$ cat src/hdl/agwa_pkg.sv
// Shared types, codes and cost helpers for the affine-gap walk alignment core.
package agwa_pkg;

	localparam int MAX_LEN = 32;
	localparam int COST_W = 16;
	localparam int IDX_W = $clog2(MAX_LEN);
	localparam int LEN_W = $clog2(MAX_LEN + 1);
	localparam int WIDE_W = COST_W + 16;
	localparam int OPS_DEPTH = 2 * MAX_LEN;
	localparam int OPS_AW = $clog2(OPS_DEPTH);
	localparam int OPS_CW = $clog2(OPS_DEPTH + 1);

	typedef logic [COST_W-1:0] cost_t;
	typedef logic [32:0] step_t;
	typedef logic [IDX_W-1:0] idx_t;
	typedef logic [LEN_W-1:0] len_t;
	typedef logic [WIDE_W-1:0] wide_t;

	localparam cost_t INF = '1;

	// Request kinds
	localparam logic [1:0] REQ_FIRST = 2'd0;
	localparam logic [1:0] REQ_SECOND = 2'd1;
	localparam logic [1:0] REQ_RUN = 2'd2;

	// Edit operations
	localparam logic [2:0] OP_MATCH = 3'd0;
	localparam logic [2:0] OP_MISMATCH = 3'd1;
	localparam logic [2:0] OP_INS = 3'd2;
	localparam logic [2:0] OP_DEL = 3'd3;
	localparam logic [2:0] OP_NONE = 3'd4;

	// Status codes
	localparam logic [1:0] ST_OK = 2'd0;
	localparam logic [1:0] ST_OVERFLOW = 2'd1;
	localparam logic [1:0] ST_TB_FAIL = 2'd2;

	// Register indexes
	localparam logic [1:0] REG_MATCH = 2'd0;
	localparam logic [1:0] REG_MISMATCH = 2'd1;
	localparam logic [1:0] REG_GAP_OPEN = 2'd2;
	localparam logic [1:0] REG_GAP_EXT = 2'd3;

	typedef struct packed {
		logic [7:0] match_cost;
		logic [7:0] mismatch_cost;
		logic [7:0] gap_open_cost;
		logic [7:0] gap_extend_cost;
	} costs_t;

	// Data handed from one cell to the next: one row of the wavefront
	typedef struct packed {
		logic valid;
		logic first;
		idx_t row;
		step_t a;
		cost_t m;
		cost_t d;
		cost_t mdiag;
	} link_t;

	// Saturating add; anything at or past INF becomes INF
	function automatic cost_t sadd(cost_t a, wide_t b);
		logic [WIDE_W:0] s;
		s = (WIDE_W + 1)'(a) + (WIDE_W + 1)'(b);
		return (s >= (WIDE_W + 1)'(INF)) ? INF : cost_t'(s);
	endfunction

	function automatic cost_t min2(cost_t a, cost_t b);
		return (a < b) ? a : b;
	endfunction

	function automatic cost_t min3(cost_t a, cost_t b, cost_t c);
		return min2(a, min2(b, c));
	endfunction

	// Gap cost of length n: n * extend + open, saturated
	function automatic cost_t gap_cost(len_t n, logic [7:0] ext, logic [7:0] opn);
		wide_t p;
		p = WIDE_W'(n) * WIDE_W'(ext);
		return sadd(cost_t'(opn), p);
	endfunction

	// Matrix entry with the fixed top row and left column folded in
	function automatic cost_t mget(len_t r, len_t c, cost_t raw);
		if (r == '0 && c == '0) begin
			return '0;
		end else if (r == '0 || c == '0) begin
			return INF;
		end
		return raw;
	endfunction

endpackage

$ cat src/hdl/agwa_cell.sv
// One column cell of the alignment array: holds a second-sequence step and its M column.
module agwa_cell (
	input  logic                clk,
	input  logic                arst_n,
	input  agwa_pkg::costs_t    costs,
	input  agwa_pkg::len_t      col,
	input  logic                b_wr,
	input  agwa_pkg::step_t     b_data,
	input  agwa_pkg::link_t     link_in,
	output agwa_pkg::link_t     link_out,
	input  agwa_pkg::idx_t      rd_row,
	output agwa_pkg::cost_t     rd_data,
	output agwa_pkg::step_t     b_step
);

	agwa_pkg::step_t b_q;
	agwa_pkg::cost_t mup_q;
	agwa_pkg::cost_t iup_q;
	agwa_pkg::link_t out_q;
	agwa_pkg::cost_t rd_q;
	agwa_pkg::cost_t mcol [agwa_pkg::MAX_LEN];

	agwa_pkg::wide_t oe;
	agwa_pkg::cost_t step_cost;
	agwa_pkg::cost_t mup;
	agwa_pkg::cost_t iup;
	agwa_pkg::cost_t iv;
	agwa_pkg::cost_t dv;
	agwa_pkg::cost_t mv;

	// Compute M, I and D for the row passing through this column
	always_comb begin
		oe = agwa_pkg::WIDE_W'(costs.gap_open_cost) + agwa_pkg::WIDE_W'(costs.gap_extend_cost);
		step_cost = (link_in.a == b_q) ? agwa_pkg::COST_W'(costs.match_cost)
			: agwa_pkg::COST_W'(costs.mismatch_cost);
		mup = link_in.first ? agwa_pkg::INF : mup_q;
		iup = link_in.first ? agwa_pkg::gap_cost(col, costs.gap_extend_cost, costs.gap_open_cost)
			: iup_q;
		iv = agwa_pkg::min2(agwa_pkg::sadd(mup, oe),
			agwa_pkg::sadd(iup, agwa_pkg::WIDE_W'(costs.gap_extend_cost)));
		dv = agwa_pkg::min2(agwa_pkg::sadd(link_in.m, oe),
			agwa_pkg::sadd(link_in.d, agwa_pkg::WIDE_W'(costs.gap_extend_cost)));
		mv = agwa_pkg::min3(agwa_pkg::sadd(link_in.mdiag, agwa_pkg::WIDE_W'(step_cost)), iv, dv);
	end

	// Hold the step and the column state, pass the row to the right
	always_ff @(posedge clk or negedge arst_n) begin
		if (!arst_n) begin
			out_q <= '0;
		end else begin
			out_q.valid <= link_in.valid;
			out_q.first <= link_in.first;
			out_q.row <= link_in.row;
			out_q.a <= link_in.a;
			out_q.m <= mv;
			out_q.d <= dv;
			out_q.mdiag <= mup;
		end
	end

	always_ff @(posedge clk) begin
		if (b_wr) begin
			b_q <= b_data;
		end
		if (link_in.valid) begin
			mup_q <= mv;
			iup_q <= iv;
			mcol[link_in.row] <= mv;
		end
		rd_q <= mcol[rd_row];
	end

	assign link_out = out_q;
	assign rd_data = rd_q;
	assign b_step = b_q;

endmodule

$ cat config.mk
export PLATFORM = sky130hd
export DESIGN_NAME = agwa_cell
export DESIGN_NICKNAME = d
export VERILOG_FILES = /design/src/hdl/agwa_pkg.sv /design/src/hdl/agwa_cell.sv
export SDC_FILE = /design/constraint.sdc
export NUM_CORES = 1
export LEC_CHECK = 0
export ABC_AREA = 1
export ABC_CLOCK_PERIOD_IN_PS = 17560
export BUFFER_PORTS_ARGS = -buffer_cell sky130_fd_sc_hd__buf_2
export CAP_MARGIN = 20
export CORE_AREA = 3 3 309 311
export CTS_CLUSTER_SIZE = 30
export DETAILED_ROUTE_END_ITERATION = 8
export DIE_AREA = 0 0 312 314
export GPL_ROUTABILITY_DRIVEN = 0
export PLACE_DENSITY = 0.49
export SYNTH_ARGS = -nofsm -noshare
export SYNTH_HDL_FRONTEND = slang
export SYNTH_SLANG_ARGS = --single-unit
$ cat constraint.sdc
create_clock -name clk -period 17.56 [get_ports clk]
set_input_delay 3.512 -clock clk [delete_from_list [all_inputs] [get_ports clk]]
set_output_delay 3.512 -clock clk [all_outputs]
set_load 0.005 [all_outputs]
==> metrics.txt, run 1 <==
status=finished, final reports clean; Power per Cell Area=about 210 mW/mm^2; Rel. slew slack=32.7%; hold_buf cts=0; GR Overflow Total=0; sequential-to-total area share from yosys stat=between 60% and 70%; final net count=3623; Main synth FF type=edfxtp_1; instance area at placement=between 0.03 and 0.04 mm^2; Die H=314 um; Crit path required time=about 18 ns; Root Buffer=clkbuf_16; most frequent cells in the layout=577 x edfxtp_1, 421 x nor2_1, 375 x nand2_1; period utilization=86.4%; fraction of layout cells with a size suffix above 1=between 10% and 20%; register bit total from synthesis=roughly 680; Post-synth EDFFs=roughly 580; met2 Resource Use GR=34.8%; maximum VDD drop=a little over 0.0005 V; Worst Setup Path Type=in -> reg; Sink Count=slightly below 700; Max H-tree Level=3; CTS tree=built; Post-DP HPWL=between 60 and 70 mm; Site Rows=between 100 and 150; commonest non-fill, non-tap cell in the layout=edfxtp_1; M1 GR Usage=between 20% and 30%; drt first pass iters=5; max-slew violations=0; clock share of power=between 20% and 30%; ANT nets after route=0; Avg WL per Cell=between 20 and 25 um; Synth Cell Area=0.0325 mm^2; most crowded layer after global routing=met2; Filler Cell Count=a little under 9000; Sum Neg Setup Slack=0 ns; Synth-to-Final Area Change=17.6%; CP max-delay cell=a2111oi_0; worst setup margin=2.39 ns; flop-to-flop setup slack=a little over 7 ns; routed via count=~24000; maxcap violations=0; design area=roughly 0.038 mm^2; Clock Pin Slew Worst Setup and Hold Paths=0.05 ns; Initial Util=35.0%; crit path max fanout=30; Worst path max stage delay=0.59 ns; Synth Instances=2956; maximum clock frequency=65.9 MHz; post-CTS resize count=0; CP Capture Type=flip-flop; HP Class=reg -> reg; Starting DRT DRC Count=roughly 1600; Clock Latency Late Sink=0.63 ns; die area=0.0980 mm^2; met3 Use GR=under 10%; Post-CTS Setup Bufs=0; DR vias/cell=~5.2; pre-CTS setup slack=about 1.7 ns; sequential share of power=between 30% and 40%; Yosys Warn Count=0; cell-internal power=just under 5000 uW; initial antenna violation count=2; Clock Path Buffers=3; final setup fails=0; CTS Buf Count=76; Net Sw Frac=between 30% and 40%; average cell area after synthesis=roughly 11 um^2; Psw=~3200 uW; Critical Path Start Type=primary input; Hold Vio Cnt, Final=0; GRT Total Usage=~21%; fin crit period=approximately 15 ns; final wirelength=approximately 100 mm; critical path arrival=15.51 ns; async set-or-reset flop fraction in the synthesized netlist=between 10 and 15%; vias in the first global route=about 24000; Comb power frac=about two fifths; Syn Nets=between 3000 and 4000; drt drc=0; Std-Cell Core Area=about 0.093 mm^2; global-route wire length before repair=153 mm; Slew @ Worst Pin=0.999 ns; fin util=approximately 41%; I/O pin cnt=about 300; Yosys cell types=between 50 and 60; largest net degree at the start of global routing=80; die width=roughly 310 um; total leakage power=approximately 0.015 uW; input/output buffers=303; Worst Skew=0.0239 ns; RSZ-0062 raised after global routing=false
[cells in the mapped netlist, types with 2 or more instances]
cell type	number	area share, %
nand2_4	2	0.069
o21ai_1	11	0.17
xnor2_1	36	0.97
nor2_1	421	4.9
dfrtp_1	88	6.8
nand2_2	6	0.12
ha_1	146	5.6
o221a_2	2	0.069
a21oi_1	62	0.95
a21o_1	3	0.069
nand4_1	25	0.48
nor3_1	12	0.18
o21ai_0	337	5.2
a32oi_1	13	0.35
a211oi_1	7	0.16
and2_1	2	0.038
a21boi_1	2	0.046
dfxtp_1	16	0.98
o21a_1	2	0.046
buf_2	3	0.046
buf_1	3	0.035
o22ai_1	38	0.73
nand3b_1	3	0.069
clkinv_1	4	0.046
xor2_1	68	1.8
o221ai_1	90	2.4
o21bai_1	7	0.16
a31oi_1	18	0.35
edfxtp_1	577	53
inv_2	2	0.023
or2_2	20	0.38
clkbuf_1	123	1.4
nor4_1	13	0.25
mux2_2	7	0.24
fa_1	36	2.2
inv_1	243	2.8
nand3_1	117	1.8
o31ai_1	2	0.046
or4_1	3	0.069
nand2_1	375	4.3
[layer usage]
metal,routed length [um],vias up
li1,-,11083
met5,0,-
met4,2870,0
met2,48500,844
met1,44400,11853
met3,6810,145
[metrics by stage]
stage	instances	total power, uW	hold WS (ns)
2_1_floorplan	2956	4870	0.425
3_3_place_gp	4447	6210	0.480
3_5_place_dp	4447	6310	0.475
4_1_cts	4587	7970	0.478
5_1_grt	4590	8480	0.492
6_report	4591	7990	0.483
[area by class of cell]
class | count | area (um^2) | area share [%]
Clock buffer | 101 | 2050 | 5.35
Multi-Input combinational cell | 1895 | 11200 | 29.4
Antenna cell | 1 | 2.50 | 0.00654
Clock inverter | 39 | 507 | 1.32
Tap cell | 1254 | 1570 | 4.10
Inverter | 249 | 942 | 2.46
Sequential cell | 681 | 19800 | 51.9
Timing Repair Buffer | 371 | 2100 | 5.49
[power groups by stage]
stage                     Clock, uW  Combinational (uW)  Sequential, uW
final                          1620                3290            3080
after global routing           1720                3660            3090
after CTS                      1670                3200            3100
after detailed placement          0                3180            3130
after global placement            0                3080            3130
after floorplan                   0                1750            3110
[critical path, delay by kind of cell]
kind,cells,cell delay (ns)
XOR/XNOR,2,0.41
adder cells (fa/ha/maj),9,3.78
AO/OA/AOI/OAI,13,3.33
AND/OR/NAND/NOR,18,2.43
buffers and inverters,11,2.01
[registers in the layout, summed over array words and instances (netlist names)]
| name | cells |
|---|---|
| link_out | 88 |
| b_step | 33 |
| iup_q | 16 |
| rd_data | 16 |
| mcol | 512 |
| mup_q | 16 |
[cells by family (layout without fill, tap and decap cells)]
family	Yosys count	count (layout)	synth area share, %
xor+xnor	104	104	2.80
other cells	0	1	0
mux	7	7	0.242
buf+inv	380	760	4.43
fa+ha+maj	182	182	7.83
flops	681	681	61.0
compound gates	601	601	11.0
simple gates	1001	1001	12.7
[path summary, 6_finish.rpt]
path,from,cells past startpoint,to
worst max-delay path,costs[1],53,mcol[6][5]$_DFFE_PP_
worst min-delay path,mup_q[5]$_DFFE_PP_,1,link_out[5]$_DFF_PN0_
worst max register to register,mup_q[2]$_DFFE_PP_,43,mcol[6][5]$_DFFE_PP_
worst min register to register,mup_q[5]$_DFFE_PP_,1,link_out[5]$_DFF_PN0_
max in group asynchronous,arst_n,2,link_out[44]$_DFF_PN0_
min in group asynchronous,arst_n,1,link_out[29]$_DFF_PN0_
No activity file was read; power rests on OpenSTA's default activity.
==> inputs of run 2 (changes only) <==
--- a/config.mk
+++ b/config.mk
@@ -10,6 +10,7 @@
 export BUFFER_PORTS_ARGS = -buffer_cell sky130_fd_sc_hd__buf_2
 export CAP_MARGIN = 20
 export CORE_AREA = 3 3 309 311
+export CTS_BUF_LIST = sky130_fd_sc_hd__clkbuf_4 sky130_fd_sc_hd__clkbuf_8
 export CTS_CLUSTER_SIZE = 30
 export DETAILED_ROUTE_END_ITERATION = 8
 export DIE_AREA = 0 0 312 314
==> run 2 against run 1 <==
Hold slack improved by 0.0056 ns. Routed wire length rose by 0.87%. Die area did not move. Sequential share of layout area barely moved. Global-route usage rose by 0.15 points. Maximum frequency rose by 0.73%.
==> metrics.txt, run 2 (synthesis results as in run 1) <==
pre-CTS setup slack=1.67 ns (unchanged); vias in the first global route=24844 (was 24496); Clock Pin Slew Worst Setup and Hold Paths=0.06 ns (was 0.05 ns); Critical Path Start Type=primary input (unchanged); hold path start=mup_q[0]$_DFFE_PP_ (was mup_q[5]$_DFFE_PP_); Avg WL per Cell=22.2 um (was 22.3 um); final net count=3665 (was 3623); I/O pin cnt=304 (unchanged); global-route wire length before repair=154 mm (was 153 mm); maximum clock frequency=66.4 MHz (was 65.9 MHz); Post-DP HPWL=66.6 mm (unchanged); DR vias/cell=5.19 (was 5.21); post-CTS resize count=0 (unchanged); Initial Util=35.0% (unchanged); Site Rows=112 (unchanged); Root Buffer=clkbuf_8 (was clkbuf_16); Reg2Reg Depth=43 (unchanged); Max H-tree Level=3 (unchanged); fin crit period=15.06 ns (was 15.17 ns); Worst path max stage delay=0.58 ns (was 0.59 ns); GR Overflow Total=0 (unchanged); hold_ws=0.488 ns (was 0.483 ns); CP Capture Type=flip-flop (unchanged); largest net degree at the start of global routing=80 (unchanged); GRT Total Usage=20.8% (was 20.7%); drt drc=0 (unchanged); Sink Count=681 (unchanged); Die H=314 um (unchanged); most frequent cells in the layout=577 x edfxtp_1, 421 x nor2_1, 375 x nand2_1 (unchanged); RR Endpoint=mcol[11][5]$_DFFE_PP_ (was mcol[6][5]$_DFFE_PP_); max-slew violations=0 (unchanged); placed cell count=4447 (unchanged); Clock Latency Late Sink=0.77 ns (was 0.63 ns); final wirelength=103 mm (about the same); total leakage power=0.0154 uW (was 0.0153 uW); CTS Buf Count=118 (was 76); Starting DRT DRC Count=1723 (was 1642); critical path arrival=15.53 ns (was 15.51 ns); flop-to-flop setup slack=7.14 ns (was 7.17 ns); Std-Cell Core Area=0.0930 mm^2 (unchanged); Worst Setup Path Type=in -> reg (unchanged); ANT nets after route=0 (unchanged); RR Startpoint=mup_q[2]$_DFFE_PP_ (unchanged); die area=0.0980 mm^2 (unchanged); worst hold path depth=1 (unchanged); fraction of layout cells with a size suffix above 1=18.0% (was 15.7%); hold_buf cts=0 (unchanged); period utilization=85.8% (was 86.4%); routed via count=24226 (was 23925); fin cells=4669 (was 4591); Crit path required time=18.03 ns (was 17.90 ns); CP max-delay cell=a2111oi_0 (unchanged); Slew @ Worst Pin=1.03 ns (was 0.999 ns); crit path max fanout=30 (unchanged); Largest register FFs=512 (unchanged); input/output buffers=303 (unchanged); maxcap violations=0 (unchanged); Hold Vio Cnt, Final=0 (unchanged); maximum VDD drop=0.000394 V (was 0.000516 V); Rel. slew slack=30.7% (was 32.7%); die width=312 um (unchanged); RSZ-0062 raised after global routing=false (unchanged); Synth-to-Final Area Change=17.7% (was 17.6%); Post-CTS Setup Bufs=0 (unchanged); commonest non-fill, non-tap cell in the layout=edfxtp_1 (unchanged); Biggest register=mcol (unchanged); Worst Hold Path EP=link_out[0]$_DFF_PN0_ (was link_out[5]$_DFF_PN0_); initial antenna violation count=2 (unchanged); final setup fails=0 (unchanged); drt first pass iters=7 (was 5); Clock Path Buffers=3 (unchanged); CTS tree=built (unchanged); Power per Cell Area=208 mW/mm^2 (was 209 mW/mm^2); Worst Skew=0.0550 ns (was 0.0239 ns); Sum Neg Setup Slack=0 ns (unchanged); worst setup margin=2.50 ns (was 2.39 ns); HP Class=reg -> reg (unchanged); status=finished, final reports clean (unchanged)
## run 2: how the worst max path moves through the flow
| stage | startpoint | to | slack, ns | cells past startpoint |
|---|---|---|---|---|
| CTS | costs[1] | mcol[30][4]$_DFFE_PP_ | 2.45 | 52 |
| global placement | costs[1] | mcol[20][4]$_DFFE_PP_ | 2.07 | 57 |
| floorplan | col[5] | mcol[0][10]$_DFFE_PP_ | 3.32 | 58 |
| finish | costs[1] | mcol[11][5]$_DFFE_PP_ | 2.50 | 53 |
| global route | costs[1] | mcol[11][5]$_DFFE_PP_ | 1.36 | 55 |
| detailed placement | costs[1] | mcol[20][4]$_DFFE_PP_ | 1.67 | 52 |
## run 2: final cells by class
class / count / area, um^2
fill: 8985 / 54800
sequential: 681 / 19800
multi-input combinational: 1895 / 11200
clock buffer: 178 / 2190
timing repair buffer: 371 / 2100
tap: 1254 / 1570
inverter: 249 / 942
clock inverter: 39 / 385
antenna: 2 / 5.00
## run 2: per-layer routing
layer	track usage, %	up-vias	routed length [um]
met2	34.5	913	48800
li1	-	11177	-
met5	0	-	0
met4	6.82	0	3020
met1	27.4	11976	44200
met3	4.29	160	7500
## run 2: worst max-delay path, delay by kind of cell
kind            cells  cell delay, ns
simple gates       18            2.42
xor+xnor            2            0.41
fa+ha+maj           9            3.77
compound gates     13            3.35
buf+inv            11            2.00
## run 2: through the flow
stage	utilization [%]	area, um^2	power (uW)
2_1_floorplan	-	32500	4870
3_3_place_gp	38.3	35600	6210
3_5_place_dp	38.3	35600	6310
4_1_cts	41.0	38200	7900
5_1_grt	41.1	38300	8430
6_report	41.1	38300	7940
## run 2: where the power goes
part           switching [uW]  internal [uW]
Sequential               63.4           3020
Combinational            2460            845
Clock                     672            888
Total                    3190           4750
